## config.mk

```make
export PLATFORM = sky130hd
export DESIGN_NAME = circle_arc_fan_vertex_generator
export DESIGN_NICKNAME = d
export VERILOG_FILES = /design/src/rtl/core/cafvg_pkg.sv /design/src/rtl/core/cafvg_front.sv /design/src/rtl/core/cafvg_queue.sv /design/src/rtl/core/cafvg_back.sv /design/src/rtl/core/circle_arc_fan_vertex_generator.sv
export SDC_FILE = /design/constraint.sdc
export NUM_CORES = 2
export LEC_CHECK = 0
export ABC_CLOCK_PERIOD_IN_PS = 13020
export BUFFER_PORTS_ARGS = -buffer_cell sky130_fd_sc_hd__buf_2
export CAP_MARGIN = 20
export CORE_UTILIZATION = 50
export CTS_BUF_LIST = sky130_fd_sc_hd__clkbuf_8
export DETAILED_ROUTE_END_ITERATION = 10
export GPL_TIMING_DRIVEN = 0
export HOLD_SLACK_MARGIN = 0.12
export PLACE_DENSITY_LB_ADDON = 0.1
export REMOVE_ABC_BUFFERS = 1
export SYNTH_ARGS = -nofsm -noshare
export SYNTH_HDL_FRONTEND = slang
export SYNTH_SLANG_ARGS = --single-unit
```

## constraint.sdc

```tcl
create_clock -name clk -period 13.02 [get_ports clk]
set_clock_uncertainty 0.2 [all_clocks]
set_input_delay 0.651 -clock clk [delete_from_list [all_inputs] [get_ports clk]]
set_output_delay 0.651 -clock clk [all_outputs]
set_load 0.005 [all_outputs]
```

## src/rtl/core/cafvg_pkg.sv

```systemverilog
`timescale 1ns / 1ps
`default_nettype none

package cafvg_pkg;

  // Segment count is clamped to this range before the run starts.
  localparam int MAX_SEGMENTS = 62;
  // Number of CORDIC micro-rotations per rim point.
  localparam int CORDIC_STEPS = 16;
  // Vertex coordinates saturate to this many signed bits.
  localparam int COORD_BITS   = 16;

  localparam int ITER_W      = $clog2(CORDIC_STEPS);
  localparam int ATAN_IDX_W  = 5;
  localparam int ANG_W       = 33;
  localparam int CS_W        = 33;
  localparam int PROD_W      = 48;
  localparam int SUM_W       = 20;
  localparam int QUOT_W      = 31;
  localparam int DIV_CNT_W   = $clog2(QUOT_W);
  localparam int QUEUE_DEPTH = 2;
  localparam int QPTR_W      = (QUEUE_DEPTH > 1) ? $clog2(QUEUE_DEPTH) : 1;
  localparam int QCNT_W      = $clog2(QUEUE_DEPTH + 1);

  // Angles are in units of 2^-20 degree.
  localparam logic signed [ANG_W-1:0] ANG_FULL     = 33'sd377487360;
  localparam logic signed [ANG_W-1:0] ANG_HALF     = 33'sd188743680;
  localparam logic signed [ANG_W-1:0] ANG_NEG_HALF = -33'sd188743680;
  localparam logic signed [ANG_W-1:0] ANG_QUARTER  = 33'sd94371840;
  localparam logic signed [ANG_W-1:0] ANG_NEG_QUARTER = -33'sd94371840;

  // CORDIC start vector length, 0.607252935 in Q1.30.
  localparam logic signed [CS_W-1:0] CORDIC_GAIN = 33'sd652032874;
  // One half in the Q1.30 product scale, for round-half-up.
  localparam logic signed [PROD_W-1:0] ROUND_HALF = 48'sd536870912;

  localparam logic signed [SUM_W-1:0] COORD_MAX = SUM_W'((2 ** (COORD_BITS - 1)) - 1);
  localparam logic signed [SUM_W-1:0] COORD_MIN = -COORD_MAX - SUM_W'(1);

  // One arc request after setup, handed from the front to the back.
  typedef struct packed {
    logic signed [15:0] center_x;
    logic signed [15:0] center_y;
    logic [14:0]        radius;
    logic [31:0]        angle_start;
    logic [31:0]        angle_step;
    logic [5:0]         vertex_count;
  } arc_job_t;

  typedef struct packed {
    logic full;
    logic empty;
  } queue_status_t;

  typedef enum logic [1:0] {
    FRONT_IDLE,
    FRONT_DIVIDE,
    FRONT_PUSH
  } front_state_t;

  typedef enum logic [2:0] {
    BACK_IDLE,
    BACK_CENTER,
    BACK_REDUCE,
    BACK_FOLD,
    BACK_ROTATE,
    BACK_PRODUCT,
    BACK_EMIT
  } back_state_t;

  // round(atan(2^-i) in degrees * 2^20)
  function automatic logic signed [ANG_W-1:0] atan_entry(input logic [ATAN_IDX_W-1:0] idx);
    logic signed [ANG_W-1:0] v;
    unique case (idx)
      5'd0:    v = 33'sd47185920;
      5'd1:    v = 33'sd27855475;
      5'd2:    v = 33'sd14718068;
      5'd3:    v = 33'sd7471121;
      5'd4:    v = 33'sd3750058;
      5'd5:    v = 33'sd1876857;
      5'd6:    v = 33'sd938658;
      5'd7:    v = 33'sd469357;
      5'd8:    v = 33'sd234682;
      5'd9:    v = 33'sd117342;
      5'd10:   v = 33'sd58671;
      5'd11:   v = 33'sd29335;
      5'd12:   v = 33'sd14668;
      5'd13:   v = 33'sd7334;
      5'd14:   v = 33'sd3667;
      5'd15:   v = 33'sd1833;
      5'd16:   v = 33'sd917;
      5'd17:   v = 33'sd458;
      5'd18:   v = 33'sd229;
      5'd19:   v = 33'sd115;
      5'd20:   v = 33'sd57;
      5'd21:   v = 33'sd29;
      5'd22:   v = 33'sd14;
      5'd23:   v = 33'sd7;
      default: v = '0;
    endcase
    return v;
  endfunction

  function automatic logic signed [15:0] clamp_coord(input logic signed [SUM_W-1:0] v);
    logic signed [SUM_W-1:0] c;
    if (v > COORD_MAX) begin
      c = COORD_MAX;
    end else if (v < COORD_MIN) begin
      c = COORD_MIN;
    end else begin
      c = v;
    end
    return c[15:0];
  endfunction

endpackage

`default_nettype wire

```

## src/rtl/core/cafvg_front.sv

```systemverilog
`timescale 1ns / 1ps
`default_nettype none

// Accepts a request, clamps the segment count and works out the angle step
// with a one-bit-per-cycle restoring divider.
module cafvg_front (
  input  wire logic                     clk,
  input  wire logic                     rst_n,
  input  wire logic                     in_tvalid,
  output logic                          in_tready,
  input  wire logic [87:0]              in_tdata,
  input  wire cafvg_pkg::queue_status_t q_stat,
  output logic                          push,
  output cafvg_pkg::arc_job_t           job
);

  cafvg_pkg::front_state_t state_r, state_nxt;

  logic signed [15:0]                  cx_r, cx_nxt;
  logic signed [15:0]                  cy_r, cy_nxt;
  logic [14:0]                         rad_r, rad_nxt;
  logic [31:0]                         start_r, start_nxt;
  logic [5:0]                          segs_r, segs_nxt;
  logic                                neg_r, neg_nxt;
  logic [cafvg_pkg::QUOT_W-1:0]        quot_r, quot_nxt;
  logic [5:0]                          rem_r, rem_nxt;
  logic [cafvg_pkg::DIV_CNT_W-1:0]     cnt_r, cnt_nxt;

  logic [5:0]         seg_in;
  logic [5:0]         seg_clamped;
  logic signed [13:0] st_in;
  logic signed [13:0] en_in;
  logic signed [14:0] diff;
  logic [14:0]        diff_mag;
  logic [6:0]         rem_sh;
  logic               rem_ge;
  logic [31:0]        step_mag;

  always_comb begin
    seg_in = in_tdata[52:47];
    st_in  = $signed(in_tdata[66:53]);
    en_in  = $signed(in_tdata[80:67]);
    if (seg_in == 6'd0) begin
      seg_clamped = 6'd1;
    end else if (seg_in > 6'(cafvg_pkg::MAX_SEGMENTS)) begin
      seg_clamped = 6'(cafvg_pkg::MAX_SEGMENTS);
    end else begin
      seg_clamped = seg_in;
    end
    diff     = 15'(en_in) - 15'(st_in);
    diff_mag = diff[14] ? 15'(-diff) : 15'(diff);
    rem_sh   = {rem_r, quot_r[cafvg_pkg::QUOT_W-1]};
    rem_ge   = rem_sh >= {1'b0, segs_r};
    step_mag = {1'b0, quot_r};
  end

  always_ff @(posedge clk) begin
    if (!rst_n) begin
      state_r <= cafvg_pkg::FRONT_IDLE;
    end else begin
      state_r <= state_nxt;
    end
    cx_r    <= cx_nxt;
    cy_r    <= cy_nxt;
    rad_r   <= rad_nxt;
    start_r <= start_nxt;
    segs_r  <= segs_nxt;
    neg_r   <= neg_nxt;
    quot_r  <= quot_nxt;
    rem_r   <= rem_nxt;
    cnt_r   <= cnt_nxt;
  end

  always_comb begin
    state_nxt = state_r;
    cx_nxt    = cx_r;
    cy_nxt    = cy_r;
    rad_nxt   = rad_r;
    start_nxt = start_r;
    segs_nxt  = segs_r;
    neg_nxt   = neg_r;
    quot_nxt  = quot_r;
    rem_nxt   = rem_r;
    cnt_nxt   = cnt_r;
    in_tready = 1'b0;
    push      = 1'b0;
    unique case (state_r)
      cafvg_pkg::FRONT_IDLE: begin
        in_tready = 1'b1;
        if (in_tvalid) begin
          cx_nxt    = $signed(in_tdata[15:0]);
          cy_nxt    = $signed(in_tdata[31:16]);
          rad_nxt   = in_tdata[46:32];
          start_nxt = {{2{st_in[13]}}, st_in, 16'h0000};
          segs_nxt  = seg_clamped;
          neg_nxt   = diff[14];
          quot_nxt  = {diff_mag, 16'h0000};
          rem_nxt   = '0;
          cnt_nxt   = '0;
          state_nxt = cafvg_pkg::FRONT_DIVIDE;
        end
      end
      cafvg_pkg::FRONT_DIVIDE: begin
        rem_nxt  = rem_ge ? 6'(rem_sh - {1'b0, segs_r}) : rem_sh[5:0];
        quot_nxt = {quot_r[cafvg_pkg::QUOT_W-2:0], rem_ge};
        cnt_nxt  = cnt_r + 1'b1;
        if (cnt_r == cafvg_pkg::DIV_CNT_W'(cafvg_pkg::QUOT_W - 1)) begin
          state_nxt = cafvg_pkg::FRONT_PUSH;
        end
      end
      cafvg_pkg::FRONT_PUSH: begin
        if (!q_stat.full) begin
          push      = 1'b1;
          state_nxt = cafvg_pkg::FRONT_IDLE;
        end
      end
      default: begin
        state_nxt = cafvg_pkg::FRONT_IDLE;
      end
    endcase
  end

  always_comb begin
    job.center_x     = cx_r;
    job.center_y     = cy_r;
    job.radius       = rad_r;
    job.angle_start  = start_r;
    job.angle_step   = neg_r ? 32'(-step_mag) : step_mag;
    job.vertex_count = segs_r + 6'd1;
  end

endmodule

`default_nettype wire

```

## src/rtl/core/cafvg_queue.sv

```systemverilog
`timescale 1ns / 1ps
`default_nettype none

// Short job queue between the front and the back.
module cafvg_queue (
  input  wire logic                      clk,
  input  wire logic                      rst_n,
  input  wire logic                      push,
  input  wire cafvg_pkg::arc_job_t       push_job,
  input  wire logic                      pop,
  output cafvg_pkg::arc_job_t            pop_job,
  output cafvg_pkg::queue_status_t       q_stat
);

  cafvg_pkg::arc_job_t              slot_r [cafvg_pkg::QUEUE_DEPTH];
  logic [cafvg_pkg::QPTR_W-1:0]     wr_ptr_r, wr_ptr_nxt;
  logic [cafvg_pkg::QPTR_W-1:0]     rd_ptr_r, rd_ptr_nxt;
  logic [cafvg_pkg::QCNT_W-1:0]     count_r, count_nxt;
  logic                             do_push;
  logic                             do_pop;

  always_comb begin
    q_stat.full  = count_r == cafvg_pkg::QCNT_W'(cafvg_pkg::QUEUE_DEPTH);
    q_stat.empty = count_r == '0;
    do_push      = push && !q_stat.full;
    do_pop       = pop && !q_stat.empty;
    wr_ptr_nxt   = wr_ptr_r;
    rd_ptr_nxt   = rd_ptr_r;
    count_nxt    = count_r;
    if (do_push) begin
      wr_ptr_nxt = (wr_ptr_r == cafvg_pkg::QPTR_W'(cafvg_pkg::QUEUE_DEPTH - 1)) ?
                   '0 : wr_ptr_r + 1'b1;
    end
    if (do_pop) begin
      rd_ptr_nxt = (rd_ptr_r == cafvg_pkg::QPTR_W'(cafvg_pkg::QUEUE_DEPTH - 1)) ?
                   '0 : rd_ptr_r + 1'b1;
    end
    if (do_push && !do_pop) begin
      count_nxt = count_r + 1'b1;
    end else if (do_pop && !do_push) begin
      count_nxt = count_r - 1'b1;
    end
    pop_job = slot_r[rd_ptr_r];
  end

  always_ff @(posedge clk) begin
    if (!rst_n) begin
      wr_ptr_r <= '0;
      rd_ptr_r <= '0;
      count_r  <= '0;
    end else begin
      wr_ptr_r <= wr_ptr_nxt;
      rd_ptr_r <= rd_ptr_nxt;
      count_r  <= count_nxt;
    end
  end

  always_ff @(posedge clk) begin
    if (do_push) begin
      slot_r[wr_ptr_r] <= push_job;
    end
  end

endmodule

`default_nettype wire

```

## src/rtl/core/cafvg_back.sv

```systemverilog
`timescale 1ns / 1ps
`default_nettype none

// Walks one job: emits the center, then for each rim point reduces the angle,
// runs the iterative CORDIC, scales by the radius and emits the vertex.
module cafvg_back (
  input  wire logic                     clk,
  input  wire logic                     rst_n,
  input  wire cafvg_pkg::arc_job_t      job,
  input  wire cafvg_pkg::queue_status_t q_stat,
  output logic                          pop,
  output logic                          out_tvalid,
  input  wire logic                     out_tready,
  output logic [39:0]                   out_tdata,
  output logic                          out_tlast
);

  cafvg_pkg::back_state_t state_r, state_nxt;

  logic signed [15:0]                   cx_r, cx_nxt;
  logic signed [15:0]                   cy_r, cy_nxt;
  logic [14:0]                          rad_r, rad_nxt;
  logic [31:0]                          acc_r, acc_nxt;
  logic [31:0]                          step_r, step_nxt;
  logic [5:0]                           left_r, left_nxt;
  logic [5:0]                           num_r, num_nxt;
  logic signed [cafvg_pkg::ANG_W-1:0]   z_r, z_nxt;
  logic signed [cafvg_pkg::CS_W-1:0]    x_r, x_nxt;
  logic signed [cafvg_pkg::CS_W-1:0]    y_r, y_nxt;
  logic                                 neg_r, neg_nxt;
  logic [cafvg_pkg::ITER_W-1:0]         iter_r, iter_nxt;
  logic signed [cafvg_pkg::PROD_W-1:0]  prod_x_r, prod_x_nxt;
  logic signed [cafvg_pkg::PROD_W-1:0]  prod_y_r, prod_y_nxt;
  logic                                 out_valid_r, out_valid_nxt;
  logic signed [15:0]                   out_x_r, out_x_nxt;
  logic signed [15:0]                   out_y_r, out_y_nxt;
  logic [5:0]                           out_num_r, out_num_nxt;
  logic                                 out_last_r, out_last_nxt;

  logic                                 out_free;
  logic signed [cafvg_pkg::CS_W-1:0]    x_sh;
  logic signed [cafvg_pkg::CS_W-1:0]    y_sh;
  logic signed [cafvg_pkg::ANG_W-1:0]   atan_val;
  logic signed [cafvg_pkg::CS_W-1:0]    cos_full;
  logic signed [cafvg_pkg::CS_W-1:0]    sin_full;
  logic signed [31:0]                   cos_val;
  logic signed [31:0]                   sin_val;
  logic signed [15:0]                   rad_s;
  logic signed [cafvg_pkg::PROD_W-1:0]  rnd_x;
  logic signed [cafvg_pkg::PROD_W-1:0]  rnd_y;
  logic signed [cafvg_pkg::SUM_W-1:0]   sum_x;
  logic signed [cafvg_pkg::SUM_W-1:0]   sum_y;
  logic [31:0]                          acc_step;

  always_comb begin
    out_free = !out_valid_r || out_tready;
    x_sh     = x_r >>> iter_r;
    y_sh     = y_r >>> iter_r;
    atan_val = cafvg_pkg::atan_entry(cafvg_pkg::ATAN_IDX_W'(iter_r));
    cos_full = neg_r ? -x_r : x_r;
    sin_full = neg_r ? -y_r : y_r;
    cos_val  = $signed(cos_full[31:0]);
    sin_val  = $signed(sin_full[31:0]);
    rad_s    = $signed({1'b0, rad_r});
    rnd_x    = prod_x_r + cafvg_pkg::ROUND_HALF;
    rnd_y    = prod_y_r + cafvg_pkg::ROUND_HALF;
    sum_x    = cafvg_pkg::SUM_W'(cx_r) + cafvg_pkg::SUM_W'($signed(rnd_x[47:30]));
    sum_y    = cafvg_pkg::SUM_W'(cy_r) + cafvg_pkg::SUM_W'($signed(rnd_y[47:30]));
    acc_step = acc_r + step_r;
  end

  always_ff @(posedge clk) begin
    if (!rst_n) begin
      state_r     <= cafvg_pkg::BACK_IDLE;
      out_valid_r <= 1'b0;
    end else begin
      state_r     <= state_nxt;
      out_valid_r <= out_valid_nxt;
    end
    cx_r       <= cx_nxt;
    cy_r       <= cy_nxt;
    rad_r      <= rad_nxt;
    acc_r      <= acc_nxt;
    step_r     <= step_nxt;
    left_r     <= left_nxt;
    num_r      <= num_nxt;
    z_r        <= z_nxt;
    x_r        <= x_nxt;
    y_r        <= y_nxt;
    neg_r      <= neg_nxt;
    iter_r     <= iter_nxt;
    prod_x_r   <= prod_x_nxt;
    prod_y_r   <= prod_y_nxt;
    out_x_r    <= out_x_nxt;
    out_y_r    <= out_y_nxt;
    out_num_r  <= out_num_nxt;
    out_last_r <= out_last_nxt;
  end

  always_comb begin
    state_nxt     = state_r;
    cx_nxt        = cx_r;
    cy_nxt        = cy_r;
    rad_nxt       = rad_r;
    acc_nxt       = acc_r;
    step_nxt      = step_r;
    left_nxt      = left_r;
    num_nxt       = num_r;
    z_nxt         = z_r;
    x_nxt         = x_r;
    y_nxt         = y_r;
    neg_nxt       = neg_r;
    iter_nxt      = iter_r;
    prod_x_nxt    = prod_x_r;
    prod_y_nxt    = prod_y_r;
    out_valid_nxt = out_valid_r && !out_tready;
    out_x_nxt     = out_x_r;
    out_y_nxt     = out_y_r;
    out_num_nxt   = out_num_r;
    out_last_nxt  = out_last_r;
    pop           = 1'b0;
    unique case (state_r)
      cafvg_pkg::BACK_IDLE: begin
        if (!q_stat.empty) begin
          pop       = 1'b1;
          cx_nxt    = job.center_x;
          cy_nxt    = job.center_y;
          rad_nxt   = job.radius;
          acc_nxt   = job.angle_start;
          step_nxt  = job.angle_step;
          left_nxt  = job.vertex_count;
          state_nxt = cafvg_pkg::BACK_CENTER;
        end
      end
      cafvg_pkg::BACK_CENTER: begin
        if (out_free) begin
          out_valid_nxt = 1'b1;
          out_x_nxt     = cafvg_pkg::clamp_coord(cafvg_pkg::SUM_W'(cx_r));
          out_y_nxt     = cafvg_pkg::clamp_coord(cafvg_pkg::SUM_W'(cy_r));
          out_num_nxt   = 6'd0;
          out_last_nxt  = 1'b0;
          num_nxt       = 6'd1;
          z_nxt         = $signed({acc_r[31], acc_r});
          state_nxt     = cafvg_pkg::BACK_REDUCE;
        end
      end
      cafvg_pkg::BACK_REDUCE: begin
        // Bring the angle into [-180, 180) degrees, one full turn per cycle.
        if (z_r >= cafvg_pkg::ANG_HALF) begin
          z_nxt = z_r - cafvg_pkg::ANG_FULL;
        end else if (z_r < cafvg_pkg::ANG_NEG_HALF) begin
          z_nxt = z_r + cafvg_pkg::ANG_FULL;
        end else begin
          state_nxt = cafvg_pkg::BACK_FOLD;
        end
      end
      cafvg_pkg::BACK_FOLD: begin
        // Angles beyond a quarter turn are rotated by half a turn and the
        // result is negated afterwards.
        if (z_r > cafvg_pkg::ANG_QUARTER) begin
          z_nxt   = z_r - cafvg_pkg::ANG_HALF;
          neg_nxt = 1'b1;
        end else if (z_r < cafvg_pkg::ANG_NEG_QUARTER) begin
          z_nxt   = z_r + cafvg_pkg::ANG_HALF;
          neg_nxt = 1'b1;
        end else begin
          neg_nxt = 1'b0;
        end
        x_nxt     = cafvg_pkg::CORDIC_GAIN;
        y_nxt     = '0;
        iter_nxt  = '0;
        state_nxt = cafvg_pkg::BACK_ROTATE;
      end
      cafvg_pkg::BACK_ROTATE: begin
        if (!z_r[cafvg_pkg::ANG_W-1]) begin
          x_nxt = x_r - y_sh;
          y_nxt = y_r + x_sh;
          z_nxt = z_r - atan_val;
        end else begin
          x_nxt = x_r + y_sh;
          y_nxt = y_r - x_sh;
          z_nxt = z_r + atan_val;
        end
        iter_nxt = iter_r + 1'b1;
        if (iter_r == cafvg_pkg::ITER_W'(cafvg_pkg::CORDIC_STEPS - 1)) begin
          state_nxt = cafvg_pkg::BACK_PRODUCT;
        end
      end
      cafvg_pkg::BACK_PRODUCT: begin
        prod_x_nxt = rad_s * cos_val;
        prod_y_nxt = rad_s * sin_val;
        state_nxt  = cafvg_pkg::BACK_EMIT;
      end
      cafvg_pkg::BACK_EMIT: begin
        if (out_free) begin
          out_valid_nxt = 1'b1;
          out_x_nxt     = cafvg_pkg::clamp_coord(sum_x);
          out_y_nxt     = cafvg_pkg::clamp_coord(sum_y);
          out_num_nxt   = num_r;
          out_last_nxt  = left_r == 6'd1;
          num_nxt       = num_r + 6'd1;
          left_nxt      = left_r - 6'd1;
          acc_nxt       = acc_step;
          z_nxt         = $signed({acc_step[31], acc_step});
          state_nxt     = (left_r == 6'd1) ? cafvg_pkg::BACK_IDLE : cafvg_pkg::BACK_REDUCE;
        end
      end
      default: begin
        state_nxt = cafvg_pkg::BACK_IDLE;
      end
    endcase
  end

  assign out_tvalid = out_valid_r;
  assign out_tdata  = {2'b00, out_num_r, out_y_r, out_x_r};
  assign out_tlast  = out_last_r;

endmodule

`default_nettype wire

```

## src/rtl/core/circle_arc_fan_vertex_generator.sv

```systemverilog
`timescale 1ns / 1ps
`default_nettype none

// Channel  | Direction | Handshake          | Payload
// ---------+-----------+--------------------+----------------------------------------------
// in_      | input     | in_tvalid/tready   | tdata: center_x, center_y, arc_radius,
//          |           |                    |        segment_count, start_angle, end_angle
// out_     | output    | out_tvalid/tready  | tdata: vertex_x, vertex_y, vertex_number;
//          |           |                    | tlast: last_vertex
//
// The front works out the angle step with the bit-serial division and then queues the job, so it
// takes no new request until the previous job has been pushed into the queue.
// The back pops a job and emits the center, then for each of up to 63 rim points it wraps
// the angle, folds it, runs the CORDIC rotations, multiplies by the radius and emits the vertex.
// Reset is synchronous and active low and clears the control state and the output valid;
// a stalled output holds the back, and a full queue holds the front off in_tready.
module circle_arc_fan_vertex_generator (
  input  wire logic        clk,
  input  wire logic        rst_n,
  input  wire logic        in_tvalid,
  output logic             in_tready,
  // [15:0] center_x, [31:16] center_y, [46:32] arc_radius, [52:47] segment_count,
  // [66:53] start_angle, [80:67] end_angle, [87:81] zero
  input  wire logic [87:0] in_tdata,
  output logic             out_tvalid,
  input  wire logic        out_tready,
  // [15:0] vertex_x, [31:16] vertex_y, [37:32] vertex_number, [39:38] zero
  output logic [39:0]      out_tdata,
  output logic             out_tlast
);

  cafvg_pkg::arc_job_t      front_job;
  cafvg_pkg::arc_job_t      back_job;
  cafvg_pkg::queue_status_t q_stat;
  logic                     q_push;
  logic                     q_pop;

  cafvg_front u_front (
    .clk       (clk),
    .rst_n     (rst_n),
    .in_tvalid (in_tvalid),
    .in_tready (in_tready),
    .in_tdata  (in_tdata),
    .q_stat    (q_stat),
    .push      (q_push),
    .job       (front_job)
  );

  cafvg_queue u_queue (
    .clk      (clk),
    .rst_n    (rst_n),
    .push     (q_push),
    .push_job (front_job),
    .pop      (q_pop),
    .pop_job  (back_job),
    .q_stat   (q_stat)
  );

  cafvg_back u_back (
    .clk        (clk),
    .rst_n      (rst_n),
    .job        (back_job),
    .q_stat     (q_stat),
    .pop        (q_pop),
    .out_tvalid (out_tvalid),
    .out_tready (out_tready),
    .out_tdata  (out_tdata),
    .out_tlast  (out_tlast)
  );

  // The divider keeps the front busy right after every accepted request.
  a_front_busy_after_accept: assert property (
    @(posedge clk) disable iff (!rst_n)
    in_tvalid && in_tready |=> !in_tready
  ) else $error("front accepted a request while dividing");

  // The center vertex never closes a run.
  a_last_not_center: assert property (
    @(posedge clk) disable iff (!rst_n)
    out_tvalid && out_tlast |-> out_tdata[37:32] != 6'd0
  ) else $error("last vertex marked on the center");

  // The queue occupancy flags never contradict each other.
  a_queue_flags: assert property (
    @(posedge clk) disable iff (!rst_n)
    !(q_stat.full && q_stat.empty)
  ) else $error("queue reports full and empty together");

endmodule

`default_nettype wire
```

==> results.sh <==
export IMPL_status="complete, no violations"
export IMPL_crit_path_end_kind="flip-flop"
export IMPL_crit_slowest_cell="edfxtp_1"
export IMPL_period_needed_ns=11.56
export IMPL_cp_max_fo=18
export IMPL_drc=0
export IMPL_min_to="u_queue.slot_r[0][58]$_DFFE_PP_"
export IMPL_synth_seq_cells=649
export IMPL_die_area_um2=148000
export IMPL_final_common_cell="inv_1"
export IMPL_yosysTopAreaCell="edfxtp_1"
export IMPL_overflow=0
export IMPL_cpMostUsedCell="fa_1"
export IMPL_ys_warn_count=0
export IMPL_top_usage_layer="met2"
export IMPL_syn_avg_cell_area_um2=9.97
export IMPL_initial_core_util=0.506
export IMPL_use_met1=0.347
export IMPL_worst_slew_pin_slew_ns=1.07
export IMPL_hold_class="flip-flop to flip-flop"
export IMPL_required_ns=13.28
export IMPL_met3_usage=0.0363
export IMPL_synth_enable_flop_cells=612
export IMPL_synthTopCellsByArea="edfxtp_1 (25%), fa_1 (25%), ha_1 (7.5%), inv_1 (5.3%), and2_1 (4.2%)"
export IMPL_cts_buffers=113
export IMPL_cpPeakStageDelay_ns=0.74
export IMPL_slew_violations=0
export IMPL_hp_start="u_front.rad_r[4]$_DFFE_PP_"
export IMPL_clk_path_buf_depth=3
export IMPL_globalplace_congestion=0.884
export IMPL_drt_initial_drc_count=3385
export IMPL_grtUsageTotal=0.264
export IMPL_hold_path_depth=0
export IMPL_synth_ff_type="edfxtp_1"
export IMPL_crit_arrival_ns=11.82
export IMPL_synthArstFlopShare=0
export IMPL_coreArea_um2=144000
export IMPL_synth_cell_types=95
export IMPL_finalHoldViolations=0
export IMPL_rr_worst_depth=30
export IMPL_grt_pass1_vias=55000
export IMPL_drtAntennaViolNets=0
export IMPL_synthToLayoutAreaGrowth_pct=11.1
export IMPL_cts_root_buf="clkbuf_8"
export IMPL_postSynthCellCount=7324
export IMPL_final_seq_area_um2=19100
export IMPL_num_vias=52600
export IMPL_drv_max_cap_violation_count=0
export IMPL_rrSetupSlack_ns=1.46
export IMPL_reg2reg_to="u_back.prod_y_r[44]$_DFFE_PP_"
export IMPL_dpl_hpwl_um=148000
export IMPL_chipHeight_um=384
export IMPL_wire_per_inst_um=20.1
export IMPL_firstDrtPassIters=6
export IMPL_final_cell_mix="inv_1 (1,064), fa_1 (915), nand2_1 (802), edfxtp_1 (612), and2_1 (491)"
export IMPL_min_period_over_period=0.888
export IMPL_path_clk_slew_ns=0.06
export IMPL_pin_count=135
export IMPL_multiInputGateArea_um2=49200
export IMPL_setup_violations=0
export IMPL_totalWireLength_um=189000
export IMPL_cts_tree="built"
export IMPL_grt_pass1_wl_um=305000
export IMPL_antenna_found_initial=6
export IMPL_num_rows=139
export IMPL_clk_latency_ns=0.80
export IMPL_grt_util_met2=0.448
export IMPL_portBuffers=125
export IMPL_cts_setup_buffers=0
export IMPL_nets=8885
export IMPL_grt_max_degree=63
export IMPL_regToRegStartpoint="u_back.y_r[0]$_SDFFCE_PN0N_"
export IMPL_nFillCells=12500
export IMPL_rsz0062_at_grt="no"
export IMPL_drive_above_1_share=0.0961
export IMPL_cts_sinks=649
export IMPL_ys_seq_area_frac=0.262
export IMPL_finalSetupTns_ns=0
export IMPL_fmax_mhz=86.5
export IMPL_yosysTopAreaCellShare=0.252
export IMPL_slew_headroom=0.283
export IMPL_cp_start_kind="flip-flop"
export IMPL_die_w_um=384
export IMPL_path_class="flip-flop to flip-flop"
export IMPL_vias_per_cell=5.58
export IMPL_htree_num_levels=3
export IMPL_synth_area_um2=73000
## through the flow
stage / std cells / worst slack (ns) / hold WS, ns / util / cell area, µm²
3_3_place_gp: 9010 / 0.0901 / 0.222 / 0.518 / 74700
6_report: 9436 / 1.46 / 0.229 / 0.563 / 81100
2_1_floorplan: 6982 / 3.34 / 0.221 / - / 71700
3_5_place_dp: 9153 / 1.67 / 0.229 / 0.542 / 78200
4_1_cts: 9430 / 1.55 / 0.165 / 0.562 / 81100
5_1_grt: 9435 / 0.805 / 0.206 / 0.563 / 81100
## synthesized netlist by cell type (all sizes together) (58+ instances only)
master     n
xnor2    263
xor2     188
nor3     104
nand2    805
a21oi    318
fa       915
o21ai    268
edfxtp   612
inv     1038
a21o     117
mux2i     68
mux2     108
nor2     341
ha       440
mux4      62
and2     499
clkbuf   285
nand3     73
buf       58
## layout make-up
type,instances,share of cell area
Antenna cell,3,0.0000926
Clock buffer,123,0.0209
Clock inverter,84,0.00600
Inverter,1040,0.0482
Multi-Input combinational cell,5293,0.606
Sequential cell,649,0.236
Tap cell,1903,0.0294
Timing Repair Buffer,341,0.0537
## state kept, by name (all words and copies together), names as in the netlist, 14 cells and up, named ones only
signal / flops
u_back.acc_r: 32
u_back.cy_r: 16
u_back.cx_r: 16
u_back.prod_x_r: 19
u_back.x_r: 33
u_back.atan_val: 26
u_front.start_r: 14
u_front.rad_r: 15
u_back.prod_y_r: 19
u_front.cy_r: 16
u_front.quot_r: 31
u_back.out_x_r: 16
u_back.z_r: 33
u_queue.slot_r: 198
u_back.out_y_r: 16
u_back.y_r: 33
u_back.rad_r: 15
u_back.step_r: 32
u_front.cx_r: 16
## worst max-delay path by stage
stage / start / to / slack, ns / cells after the start
floorplan: u_back.y_r[3]$_SDFFCE_PN0N_ / u_back.prod_y_r[44]$_DFFE_PP_ / 3.34 / 29
global placement: u_back.state_r[1]$_SDFFE_PN0P_ / u_queue.count_r[1]$_SDFFE_PN0P_ / 0.09 / 8
detailed placement: u_back.y_r[0]$_SDFFCE_PN0N_ / u_back.prod_y_r[44]$_DFFE_PP_ / 1.67 / 30
CTS: u_back.y_r[0]$_SDFFCE_PN0N_ / u_back.prod_y_r[44]$_DFFE_PP_ / 1.55 / 30
global route: u_back.y_r[0]$_SDFFCE_PN0N_ / u_back.prod_y_r[44]$_DFFE_PP_ / 0.80 / 30
finish: u_back.y_r[0]$_SDFFCE_PN0N_ / u_back.prod_y_r[44]$_DFFE_PP_ / 1.46 / 30
## layer usage
metal | up-vias | share of wire
met2 | 1428 | 0.49
li1 | 24500 | -
met3 | 315 | 0.052
met4 | 6 | 0.034
met1 | 26400 | 0.42
met5 | - | 0.00018
## what timing repair did
action / in CTS / in global routing
endpoints found under the hold margin: 74 / 0
hold buffers: 70 / 0
gates resized for setup: 0 / 0
## cell families (layout without fill, tap and decap cells)
group                    Yosys count  count (layout)  share of synthesized area
AND/OR/NAND/NOR                 2151            2151                      0.145
XOR/XNOR                         451             451                     0.0542
multiplexers                     238             238                     0.0451
flip-flops                       649             649                      0.262
adder cells (fa/ha/maj)         1355            1355                      0.326
AO/OA/AOI/OAI                   1096            1096                     0.0954
buffers and inverters           1383            1588                     0.0722
other                              1               5                  0.0000514
## critical path, delay by kind of cell (launching register included)
family                     cells  cell delay [ns]
xor gates and xnor gates       1             0.36
DFF                            1             0.74
adders and majority gates      8             3.74
and+or+nand+nor                7             2.24
buffers and inverters          4             0.43
AOI/OAI and AO/OA             10             3.48
Power is left out: the tool's default activity adds up to more than one toggle a clock period on the data nets, which glitch-free logic cannot reach.
